## src/design/mlp_pkg.sv

```systemverilog
// Shared constants, types and the sigmoid table for the sigmoid network block.
package mlp_pkg;

   // network shape
   localparam int IN_CNT  = 3;
   localparam int H1_CNT  = 4;
   localparam int H2_CNT  = 4;
   localparam int OFS_HH  = IN_CNT * H1_CNT;
   localparam int OFS_HO  = OFS_HH + H1_CNT * H2_CNT;
   localparam int W_CNT   = OFS_HO + H2_CNT;
   localparam int W_AW    = (W_CNT > 1) ? $clog2(W_CNT) : 1;

   localparam int MAX_DIM = (IN_CNT > H1_CNT) ?
                            ((IN_CNT > H2_CNT) ? IN_CNT : H2_CNT) :
                            ((H1_CNT > H2_CNT) ? H1_CNT : H2_CNT);
   localparam int CNT_W   = $clog2(MAX_DIM + 1);
   localparam int X_IW    = (IN_CNT > 1) ? $clog2(IN_CNT) : 1;
   localparam int H1_IW   = (H1_CNT > 1) ? $clog2(H1_CNT) : 1;
   localparam int H2_IW   = (H2_CNT > 1) ? $clog2(H2_CNT) : 1;

   // field widths
   localparam int IDX_W   = 5;
   localparam int Q_W     = 16;
   localparam int SIG_W   = 13;
   localparam int OPA_W   = Q_W + 1;
   localparam int PROD_W  = OPA_W + Q_W;
   localparam int ACC_W   = PROD_W + $clog2(MAX_DIM + 1);
   localparam int FRAC_W  = 12;

   localparam int SIG_DEPTH = 256;
   localparam int SIG_MID   = SIG_DEPTH / 2;

   typedef logic [SIG_W-1:0] sig_rom_type [0:SIG_DEPTH-1];

   // Entry k is sigmoid(-8 + k/16) in Q0.12; exp(-m/16) is built up in Q0.32
   // by repeated multiplication, and the quotient by shift and subtract.
   function automatic sig_rom_type build_sig_rom();
      sig_rom_type      rom;
      logic [SIG_W-1:0] neg [0:SIG_MID];
      logic [95:0]      p;
      logic [95:0]      den;
      logic [95:0]      num;
      logic [SIG_W-1:0] q;
      p = 96'd1 << 32;
      for (int m = 0; m <= SIG_MID; m++) begin
         den = (96'd1 << 32) + p;
         num = (p << 12) + (den >> 1);
         q   = '0;
         for (int b = SIG_W - 1; b >= 0; b--) begin
            if (num >= (den << b)) begin
               num  = num - (den << b);
               q[b] = 1'b1;
            end
         end
         neg[m] = q;
         p = (p * 96'd4034748383 + (96'd1 << 31)) >> 32;
      end
      for (int k = 0; k < SIG_DEPTH; k++) begin
         if (k <= SIG_MID)
            rom[k] = neg[SIG_MID - k];
         else
            rom[k] = SIG_W'(4096) - neg[k - SIG_MID];
      end
      return rom;
   endfunction

   localparam sig_rom_type SIG_ROM = build_sig_rom();

endpackage

```

## src/design/mlp_sigmoid_inference.sv

```systemverilog
// Sigmoid network inference: weight store, shared multiply-accumulate and sequencer.
//
//  port group     dir   handshake            contents
//  req_*          in    start & !busy        write one weight or run one inference
//  rsp_*          out   rsp_valid (1 cycle)  prediction, Q0.12
//
// A weight write completes in the accept cycle; busy stays low.
// An inference runs one multiply-accumulate per weight through the single
// multiplier, then drain, saturate and table lookup for each of the nine
// neurons. busy is high meanwhile.
// The result strobe lasts one cycle and cannot be held off.
// Synchronous reset returns the sequencer to idle; the weight store is not cleared.
module mlp_sigmoid_inference (
   input  logic                               clock,
   input  logic                               reset,
   input  logic                               start,
   output logic                               busy,
   input  logic                               req_type,
   input  logic [mlp_pkg::IDX_W-1:0]          req_weight_index,
   input  logic signed [mlp_pkg::Q_W-1:0]     req_weight_value,
   input  logic signed [mlp_pkg::Q_W-1:0]     req_in_a,
   input  logic signed [mlp_pkg::Q_W-1:0]     req_in_b,
   input  logic signed [mlp_pkg::Q_W-1:0]     req_in_c,
   output logic                               rsp_valid,
   output logic [mlp_pkg::SIG_W-1:0]          rsp_prediction
);
   import mlp_pkg::*;

   localparam logic [2:0] ST_IDLE  = 3'd0;
   localparam logic [2:0] ST_MAC   = 3'd1;
   localparam logic [2:0] ST_DRAIN = 3'd2;
   localparam logic [2:0] ST_SAT   = 3'd3;
   localparam logic [2:0] ST_SIG   = 3'd4;

   localparam logic [1:0] LY_IN    = 2'd0;
   localparam logic [1:0] LY_HID   = 2'd1;
   localparam logic [1:0] LY_OUT   = 2'd2;

   localparam logic signed [ACC_W-1:0] SAT_HI = ACC_W'(32767);
   localparam logic signed [ACC_W-1:0] SAT_LO = ACC_W'(-32768);

   logic [2:0]               state_ff, state_in;
   logic [1:0]               layer_ff, layer_in;
   logic [CNT_W-1:0]         neuron_ff, neuron_in;
   logic [CNT_W-1:0]         term_ff, term_in;
   logic [W_AW-1:0]          addr_ff, addr_in;
   logic                     rd_vld_ff, prod_vld_ff;
   logic                     rsp_valid_ff;
   logic [SIG_W-1:0]         rsp_pred_ff;

   logic signed [ACC_W-1:0]  acc_ff;
   logic signed [OPA_W-1:0]  opa_ff;
   logic signed [Q_W-1:0]    wdata_ff;
   logic signed [PROD_W-1:0] prod_ff;
   logic signed [Q_W-1:0]    sat_ff;

   logic signed [Q_W-1:0]    x_ff  [IN_CNT];
   logic [SIG_W-1:0]         h1_ff [H1_CNT];
   logic [SIG_W-1:0]         h2_ff [H2_CNT];
   logic [Q_W-1:0]           wmem  [W_CNT];

   logic                     accept, infer, wr_en;
   logic                     issue, acc_clr, last_out;
   logic [CNT_W-1:0]         last_term, last_neuron;
   logic [W_AW-1:0]          stride, base_cur, base_next;
   logic signed [OPA_W-1:0]  opa_sel;
   logic signed [ACC_W-1:0]  acc_scaled;
   logic [SIG_W-1:0]         sig_val;

   assign busy   = (state_ff != ST_IDLE);
   assign accept = start & ~busy;
   assign infer  = accept & req_type;
   assign wr_en  = accept & ~req_type & (32'(req_weight_index) < W_CNT);

   // per-layer shape
   always_comb begin
      case (layer_ff)
         LY_IN: begin
            last_term   = CNT_W'(IN_CNT - 1);
            last_neuron = CNT_W'(H1_CNT - 1);
            stride      = W_AW'(H1_CNT);
            base_cur    = '0;
            base_next   = W_AW'(OFS_HH);
            opa_sel     = OPA_W'(x_ff[term_ff[X_IW-1:0]]);
         end
         LY_HID: begin
            last_term   = CNT_W'(H1_CNT - 1);
            last_neuron = CNT_W'(H2_CNT - 1);
            stride      = W_AW'(H2_CNT);
            base_cur    = W_AW'(OFS_HH);
            base_next   = W_AW'(OFS_HO);
            opa_sel     = $signed({4'b0, h1_ff[term_ff[H1_IW-1:0]]});
         end
         default: begin
            last_term   = CNT_W'(H2_CNT - 1);
            last_neuron = '0;
            stride      = W_AW'(1);
            base_cur    = W_AW'(OFS_HO);
            base_next   = '0;
            opa_sel     = $signed({4'b0, h2_ff[term_ff[H2_IW-1:0]]});
         end
      endcase
   end

   // floor scaling then saturation to Q4.12
   assign acc_scaled = acc_ff >>> FRAC_W;
   assign sig_val    = SIG_ROM[{~sat_ff[Q_W-1], sat_ff[Q_W-2:Q_W-8]}];
   assign last_out   = (state_ff == ST_SIG) && (layer_ff == LY_OUT);

   always_comb begin
      state_in  = state_ff;
      layer_in  = layer_ff;
      neuron_in = neuron_ff;
      term_in   = term_ff;
      addr_in   = addr_ff;
      issue     = 1'b0;
      acc_clr   = 1'b0;
      case (state_ff)
         ST_IDLE: begin
            if (infer) begin
               state_in  = ST_MAC;
               layer_in  = LY_IN;
               neuron_in = '0;
               term_in   = '0;
               addr_in   = '0;
               acc_clr   = 1'b1;
            end
         end
         ST_MAC: begin
            issue   = 1'b1;
            addr_in = addr_ff + stride;
            term_in = term_ff + CNT_W'(1);
            if (term_ff == last_term) begin
               term_in  = '0;
               state_in = ST_DRAIN;
            end
         end
         ST_DRAIN: begin
            if (!rd_vld_ff && !prod_vld_ff)
               state_in = ST_SAT;
         end
         ST_SAT: begin
            state_in = ST_SIG;
         end
         ST_SIG: begin
            acc_clr = 1'b1;
            if (neuron_ff == last_neuron) begin
               neuron_in = '0;
               if (layer_ff == LY_OUT) begin
                  state_in = ST_IDLE;
               end else begin
                  layer_in = layer_ff + 2'd1;
                  addr_in  = base_next;
                  state_in = ST_MAC;
               end
            end else begin
               neuron_in = neuron_ff + CNT_W'(1);
               addr_in   = base_cur + W_AW'(neuron_in);
               state_in  = ST_MAC;
            end
         end
         default: begin
            state_in = ST_IDLE;
         end
      endcase
   end

   // control
   always_ff @(posedge clock) begin
      if (reset) begin
         state_ff     <= ST_IDLE;
         layer_ff     <= LY_IN;
         neuron_ff    <= '0;
         term_ff      <= '0;
         addr_ff      <= '0;
         rd_vld_ff    <= 1'b0;
         prod_vld_ff  <= 1'b0;
         rsp_valid_ff <= 1'b0;
      end else begin
         state_ff     <= state_in;
         layer_ff     <= layer_in;
         neuron_ff    <= neuron_in;
         term_ff      <= term_in;
         addr_ff      <= addr_in;
         rd_vld_ff    <= issue;
         prod_vld_ff  <= rd_vld_ff;
         rsp_valid_ff <= last_out;
      end
   end

   // weight store
   always_ff @(posedge clock) begin
      if (wr_en)
         wmem[W_AW'(req_weight_index)] <= req_weight_value;
      if (issue)
         wdata_ff <= $signed(wmem[addr_ff]);
   end

   // datapath
   always_ff @(posedge clock) begin
      if (infer) begin
         for (int i = 0; i < IN_CNT; i++) begin
            if (i == 0)
               x_ff[i] <= req_in_a;
            else if (i == 1)
               x_ff[i] <= req_in_b;
            else if (i == 2)
               x_ff[i] <= req_in_c;
            else
               x_ff[i] <= '0;
         end
      end
      if (issue)
         opa_ff <= opa_sel;
      if (rd_vld_ff)
         prod_ff <= opa_ff * wdata_ff;
      if (acc_clr)
         acc_ff <= '0;
      else if (prod_vld_ff)
         acc_ff <= acc_ff + ACC_W'(prod_ff);
      if (state_ff == ST_SAT) begin
         if (acc_scaled > SAT_HI)
            sat_ff <= Q_W'(32767);
         else if (acc_scaled < SAT_LO)
            sat_ff <= Q_W'(-32768);
         else
            sat_ff <= acc_scaled[Q_W-1:0];
      end
      if (state_ff == ST_SIG) begin
         if (layer_ff == LY_IN)
            h1_ff[neuron_ff[H1_IW-1:0]] <= sig_val;
         else if (layer_ff == LY_HID)
            h2_ff[neuron_ff[H2_IW-1:0]] <= sig_val;
      end
      if (last_out)
         rsp_pred_ff <= sig_val;
   end

   assign rsp_valid      = rsp_valid_ff;
   assign rsp_prediction = rsp_pred_ff;

endmodule

```

## config.mk

```make
export PLATFORM = sky130hd
export DESIGN_NAME = mlp_sigmoid_inference
export DESIGN_NICKNAME = d
export VERILOG_FILES = /design/src/design/mlp_pkg.sv /design/src/design/mlp_sigmoid_inference.sv
export SDC_FILE = /design/constraint.sdc
export NUM_CORES = 2
export LEC_CHECK = 0
export BUFFER_PORTS_ARGS = -buffer_cell sky130_fd_sc_hd__buf_2
export CORE_ASPECT_RATIO = 0.8
export CORE_MARGIN = 1.5
export CORE_UTILIZATION = 50
export CTS_BUF_LIST = sky130_fd_sc_hd__clkbuf_8
export CTS_CLUSTER_SIZE = 12
export DETAILED_ROUTE_END_ITERATION = 12
export MAX_ROUTING_LAYER = met4
export PLACE_DENSITY = 0.63
export SYNTH_ARGS = -nofsm -noshare
export SYNTH_HDL_FRONTEND = slang
export SYNTH_SLANG_ARGS = --single-unit
```

## constraint.sdc

```tcl
create_clock -name clock -period 7.5 [get_ports clock]
set_input_delay 0.75 -clock clock [delete_from_list [all_inputs] [get_ports clock]]
set_output_delay 0.75 -clock clock [all_outputs]
set_load 0.005 [all_outputs]
```

=== Word-level counts from Yosys, hierarchy flattened ===
Memories as Yosys holds them, arrays and structs flattened. A register that Yosys moved wholly into a read port is not among the register bits.
Cells that the tools add are included.

* Output and inout bits: 15
* Bits of input ports: 73
* Bits in latches: 0
* RAM bits: 664
* Memories kept: 5
* Logic and storage cells: 112
* Flip-flop bits (word level): 134
* ROM bits: 3328

{| class="wikitable"
|+ Memories
! memory !! words !! width !! read ports !! clocked after memory_dff !! wr ports !! RTL line !! source
|-
| (name not given) || 256 || 13 || 1 || 0 || 0 || mlp_sigmoid_inference.sv:107 || <nowiki>assign sig_val = SIG_ROM[{~sat_ff[Q_W-1], sat_ff[Q_W-2:Q_W-8]}];</nowiki>
|-
| wmem || 32 || 16 || 1 || 1 || 1 || mlp_sigmoid_inference.sv:60 || <nowiki>logic [Q_W-1:0] wmem [W_CNT];</nowiki>
|-
| h1_ff || 4 || 13 || 1 || 1 || 1 || mlp_sigmoid_inference.sv:58 || <nowiki>logic [SIG_W-1:0] h1_ff [H1_CNT];</nowiki>
|-
| h2_ff || 4 || 13 || 1 || 1 || 1 || mlp_sigmoid_inference.sv:59 || <nowiki>logic [SIG_W-1:0] h2_ff [H2_CNT];</nowiki>
|-
| x_ff || 3 || 16 || 1 || 1 || 3 || mlp_sigmoid_inference.sv:57 || <nowiki>logic signed [Q_W-1:0] x_ff [IN_CNT];</nowiki>
|}

* Multiply operators: 1
* Add/subtract/negate cells: 6
* Bitwise gates (word level): 7
* Order comparisons: 3
* Equality and inequality tests: 14
* Shifts and indexed selects: 0
* Muxes and demuxes: 47
* Reduce and logical (&&, ||, !) cells: 16
* Divide/modulo/power cells: 0

{| class="wikitable"
|+ Operator list
! operator !! number
|-
| adder 36 x 33 -> 36 bit || 1
|-
| case mux 17 bit (2 select lines) || 1
|-
| multiplier 17 x 16 -> 33 bit || 1
|-
| 2-to-1 mux 13 bit || 2
|-
| > comparator 24 x 16 -> 1 bit (second input constant) || 1
|-
| < comparator 24 x 16 -> 1 bit (second input constant) || 1
|-
| 2-to-1 mux 3 bit || 8
|-
| 2-to-1 mux 2 bit || 10
|-
| case mux 5 bit (2 select lines) || 2
|-
| 2-to-1 mux 16 bit || 1
|-
| 2-to-1 mux 5 bit || 3
|-
| case mux 3 bit (5 select lines) || 1
|-
| case mux 5 bit (3 select lines) || 1
|-
| 2-to-1 mux 1 bit || 14
|-
| case mux 3 bit (2 select lines) || 2
|-
| != test 2 bit (second input constant) || 5
|-
| >= comparator 9 bit (second input constant) || 1
|-
| inverter 8 -> 9 bit || 1
|-
| adder 3 x 1 -> 3 bit (second input constant) || 2
|-
| equality test 3 x 2 -> 1 bit (second input constant) || 2
|-
| AND reduction 3 bit || 2
|-
| nonzero test 3 bit || 2
|-
| adder 5 x 3 -> 5 bit || 1
|-
| adder 5 bit || 1
|-
| 20 further kinds || 28
|}

=== Longest topological paths before layout ===
* Word-level depth: 8
* Gate-level depth with buffers: 24
* Gate-level depth less buffers: 23

=== Least setup slack after synthesis ===
No wires, ideal clock.

* Path kind: register to register
* From: reg wdata_ff[1], read port of wmem
* To: reg prod_ff[29], data pin
* Clock period less this slack: 6051 ps
* Slack: 1449 ps
* Required time: 7241 ps
* Stages on the path, launching flop included: 22
* Arrival time: 5792 ps
* Library setup time: 259 ps
* Path buffers: 1
* Cells stage by stage: edfxtp_1 clkbuf_1 nand2_1 inv_1 fa_1 inv_1 fa_1 inv_1 fa_1 fa_1 fa_1 inv_1 fa_1 inv_1 ha_1 a21o_1 a21oi_1 and2_1 a22oi_1 a311o_1 a21oi_2 xnor2_1

* Cells in the longest elaborated chain, start to end: 1

{| class="wikitable"
|+ RTL lines
! item !! RTL line !! source
|-
| from (decl) || mlp_sigmoid_inference.sv:53 || <nowiki>logic signed [Q_W-1:0] wdata_ff;</nowiki>
|-
| multiplier 17 x 16 -> 33 bit || mlp_sigmoid_inference.sv:216 || <nowiki>prod_ff <= opa_ff * wdata_ff;</nowiki>
|-
| to (signal assigned) || mlp_sigmoid_inference.sv:216 ||
|-
| to (decl) || mlp_sigmoid_inference.sv:54 || <nowiki>logic signed [PROD_W-1:0] prod_ff;</nowiki>
|}

No other way between the ends.
A chain may end at the register's enable or synchronous reset.

=== Worst setup path in the final report ===
* From: reg wdata_ff[4], read port of wmem
* To: reg prod_ff[32], data pin

Same word-level chain as after synthesis.

==> flow_summary_export.csv <==
group,metric,value,unit
floorplanning,die_y,269,microns
sta,setup_viol,0,
sta,max_slew.worst_pin.slew,1.38,ns
yosys,avgSynthCellArea,13.8,sq um
yosys,synthTopCellsByCount,"edfxtp_1, inv_1, fa_1",
worst_setup_path,cpMostUsedCell,"fa_1",
sta,setup_slack,0.885,ns
global_routing,overflow,0,
worst_setup_path,slowest_stage,"edfxtp_1",
yosys,synth-edff-count,741,
sta,rsz0062_at_grt,"false",
worst_setup_path,path_class,"register to register",
worst_setup_path,cp.arrival,7.15,ns
sta,max_freq,151,MHz
yosys,ys_ff_latch,798,
finish,layout-drive-gt1-share,16.0,%
worst_hold_path,holdPathEnd,"x_ff[0][12]$_DFFE_PP_",
global_routing,grt_max_degree,104,
worst_hold_path,min-delay-start,"req_in_a[12]",
floorplanning,start_util,50.6,%
placed_design,dp_slack,0.900,ns
yosys,netlist_area,44400,sq um
flow_run,cap_violations,0,
detailed_routing,final_antenna_net_count,0,
placed_design,port_buffers,86,
worst_setup_path,r2r-end,"prod_ff[32]$_DFFE_PP_",
clock_network,cts_tree,"built",
worst_setup_path,required,8.03,ns
clock_network,clock_latency,0.81,ns
worst_setup_path,r2r_start,"wdata_ff[4]$_DFFE_PP_",
yosys,seq_area_frac_synth,52.7,%
sta,slew_violations,0,
yosys,synth_top_area_cell,"edfxtp_1",
worst_setup_path,endpoint_kind,"register",
global_routing,antenna_found_initial,11,
yosys,synthTopCellsByArea,"edfxtp_1, fa_1, mux4_2, ha_1, inv_1",
run_status,status,"finished clean",
yosys,synth_most_common_cell,"edfxtp_1",
clock_network,cts_max_path_buffers,3,
floorplanning,fp.dieW,336,microns
worst_hold_path,hold_depth,1,
worst_setup_path,reg2reg_slack,0.89,ns
finish,syn_to_final_growth,9.36,%
sta,fin_crit,6.61,ns
clock_network,cts-root-buf,"clkbuf_8",
detailed_routing,drt-pass1-iter-count,6,
clock_network,cts_made_buffers,121,
clock_network,cts_resized,0,
sta,layout_worst_path_cycle_share,88.2,%
detailed_routing,vias,27000,
yosys,synth_nets,3711,
global_routing,grt_first_pass_wirelength,170000,microns
global_routing,grt_usage,25.9,%
clock_network,htree_levels,3,
placed_design,gp_congestion,0.918,
placed_design,dpl.hpwl,75400,microns
yosys,ys_async_sr_fraction,0,%
floorplanning,ios,88,
worst_setup_path,path_cells,"and2_1 > fa_1 > inv_1 > fa_1 > fa_1 > inv_1 > fa_1 > fa_1 > inv_1 > fa_1 > inv_1 > ha_1 > nand4_1 > nor2_1 > a211oi_4 > o31ai_2 > a31oi_1 > o41ai_1 > a21oi_1 > xnor2_1",
floorplanning,placementRows,97,
yosys,synth_top_area_share,50.2,%
detailed_routing,drt-wirelength-per-cell,24.2,microns
yosys,synthCells,3224,
sta,final_hold_viol_count,0,
floorplanning,die_area,90500,sq um
detailed_routing,post-route-drc-count,0,
sta,setup_tns,0,ns
yosys,synth_ff_type,"edfxtp_1",
worst_setup_path,start_kind,"register",
clock_network,cts_setup_buffers,0,
sta,clock_skew,0.0788,ns
global_routing,grt_pass1_vias,27700,
finish,postLayoutCellArea,48500,sq um
sta,holdWs,0.118,ns
yosys,synth.distinct_cells,78,
clock_network,clock_sinks,798,
worst_hold_path,hp-class,"primary input to register",
detailed_routing,drt_wl_total,112000,microns
sta,relSlewSlack,7.12,%
finish,num-nets-final,3820,
detailed_routing,viasPerCell,5.84,
placed_design,dpl_cell_area,46200,sq um
floorplanning,coreArea,87700,sq um
worst_setup_path,r2r_cells,20,
worst_setup_path,slowest_delay,0.63,ns
clock_network,clk_pin_slew,0.07,ns
worst_setup_path,cp_max_fo,16,
yosys,yosysWarnings,0,
detailed_routing,first_iter_violations,2634,
clock_network,cts_hold_buf,0,
finish,fillerInstances,7170,
-- flip-flops by register name (all words and copies together), names as in the netlist, 3 cells and up, named ones only --
signal / flops
acc_ff: 36
addr_ff: 5
h1_ff: 48
h2_ff: 48
neuron_ff: 3
opa_ff: 16
prod_ff: 33
rsp_prediction: 12
sat_ff: 8
state_ff: 3
term_ff: 3
wdata_ff: 16
wmem: 512
x_ff: 48
-- worst max path at each step --
stage                     startpoint                     to  slack, ns
6_report       wdata_ff[4]$_DFFE_PP_  prod_ff[32]$_DFFE_PP_       0.89
5_1_grt        wdata_ff[1]$_DFFE_PP_  prod_ff[32]$_DFFE_PP_       0.49
4_1_cts        wdata_ff[1]$_DFFE_PP_  prod_ff[32]$_DFFE_PP_       0.89
3_5_place_dp   wdata_ff[1]$_DFFE_PP_  prod_ff[32]$_DFFE_PP_       0.90
3_3_place_gp   wdata_ff[1]$_DFFE_PP_  prod_ff[32]$_DFFE_PP_       1.06
2_1_floorplan  wdata_ff[1]$_DFFE_PP_  prod_ff[29]$_DFFE_PP_       1.45
-- critical path: cells and delay by family, from the launching register on --
family / cells / cell delay [ns]
adders and majority gates: 7 / 3.30
AOI/OAI and AO/OA: 5 / 1.41
buffers and inverters: 4 / 0.21
and+or+nand+nor: 3 / 0.69
DFF: 1 / 0.63
xor gates and xnor gates: 1 / 0.13
-- cells by family (layout without fill, tap and decap cells) --
family                   Yosys count  after routing  share of synthesized area, %
buffers and inverters            488            698                          4.18
AO/OA/AOI/OAI                    503            503                          7.28
multiplexers                     242            242                          10.8
other                              1             11                       0.00845
flip-flops                       798            798                          52.7
XOR/XNOR                          62             62                          1.22
AND/OR/NAND/NOR                  716            716                          7.60
adder cells (fa/ha/maj)          414            414                          16.2
-- cells in the final DEF, fill, tap and decap left out, types with 18 or more instances in the layout --
master / netlist / final
dfxtp_1: 57 / 52
a22oi_1: 18 / 18
a211oi_1: 20 / 20
o21ai_0: 114 / 113
ha_1: 146 / 146
nor3_1: 33 / 33
a21o_1: 41 / 41
edfxtp_1: 741 / 741
mux2i_1: 40 / 40
buf_4: 1 / 58
o211ai_1: 19 / 19
xor2_1: 25 / 25
mux4_2: 186 / 186
and2_1: 132 / 132
inv_1: 321 / 357
nand2b_1: 22 / 22
nand2_1: 240 / 240
fa_1: 268 / 268
nor2_1: 182 / 164
a31oi_1: 27 / 27
and3_1: 18 / 18
buf_2: 16 / 87
clkinv_1: 6 / 41
nor2b_1: 21 / 21
a21oi_1: 141 / 141
clkbuf_8: 0 / 124
nand3_1: 28 / 28
nor2_2: 0 / 18
xnor2_1: 37 / 37
-- area by class of cell --
type	count	area (sq um)	share of cell area, %
antenna	10	25.0	0.0516
clock buffer	124	1710	3.52
clock inverter	100	613	1.26
inverter	328	1230	2.54
multi-input combinational	1938	19200	39.5
sequential	798	23400	48.2
tap	1188	1490	3.06
timing repair buffer	146	891	1.84
-- stage by stage --
| stage | utilization [%] | cells |
|---|---|---|
| floorplan | - | 3224 |
| global placement | 52.6 | 4397 |
| detailed placement | 52.6 | 4397 |
| CTS | 55.3 | 4621 |
| global route | 55.3 | 4631 |
| finish | 55.3 | 4632 |
-- per-layer routing --
metal	routed length, microns	vias up	track usage, %
li1	-	11900	-
met1	49300	13900	37.0
met2	51100	1030	37.5
met3	9640	165	6.24
met4	2220	0	6.07
met5	0	-	-
Power is left out: the tool's default activity adds up to more than one toggle a clock period on the data nets, which glitch-free logic cannot reach.
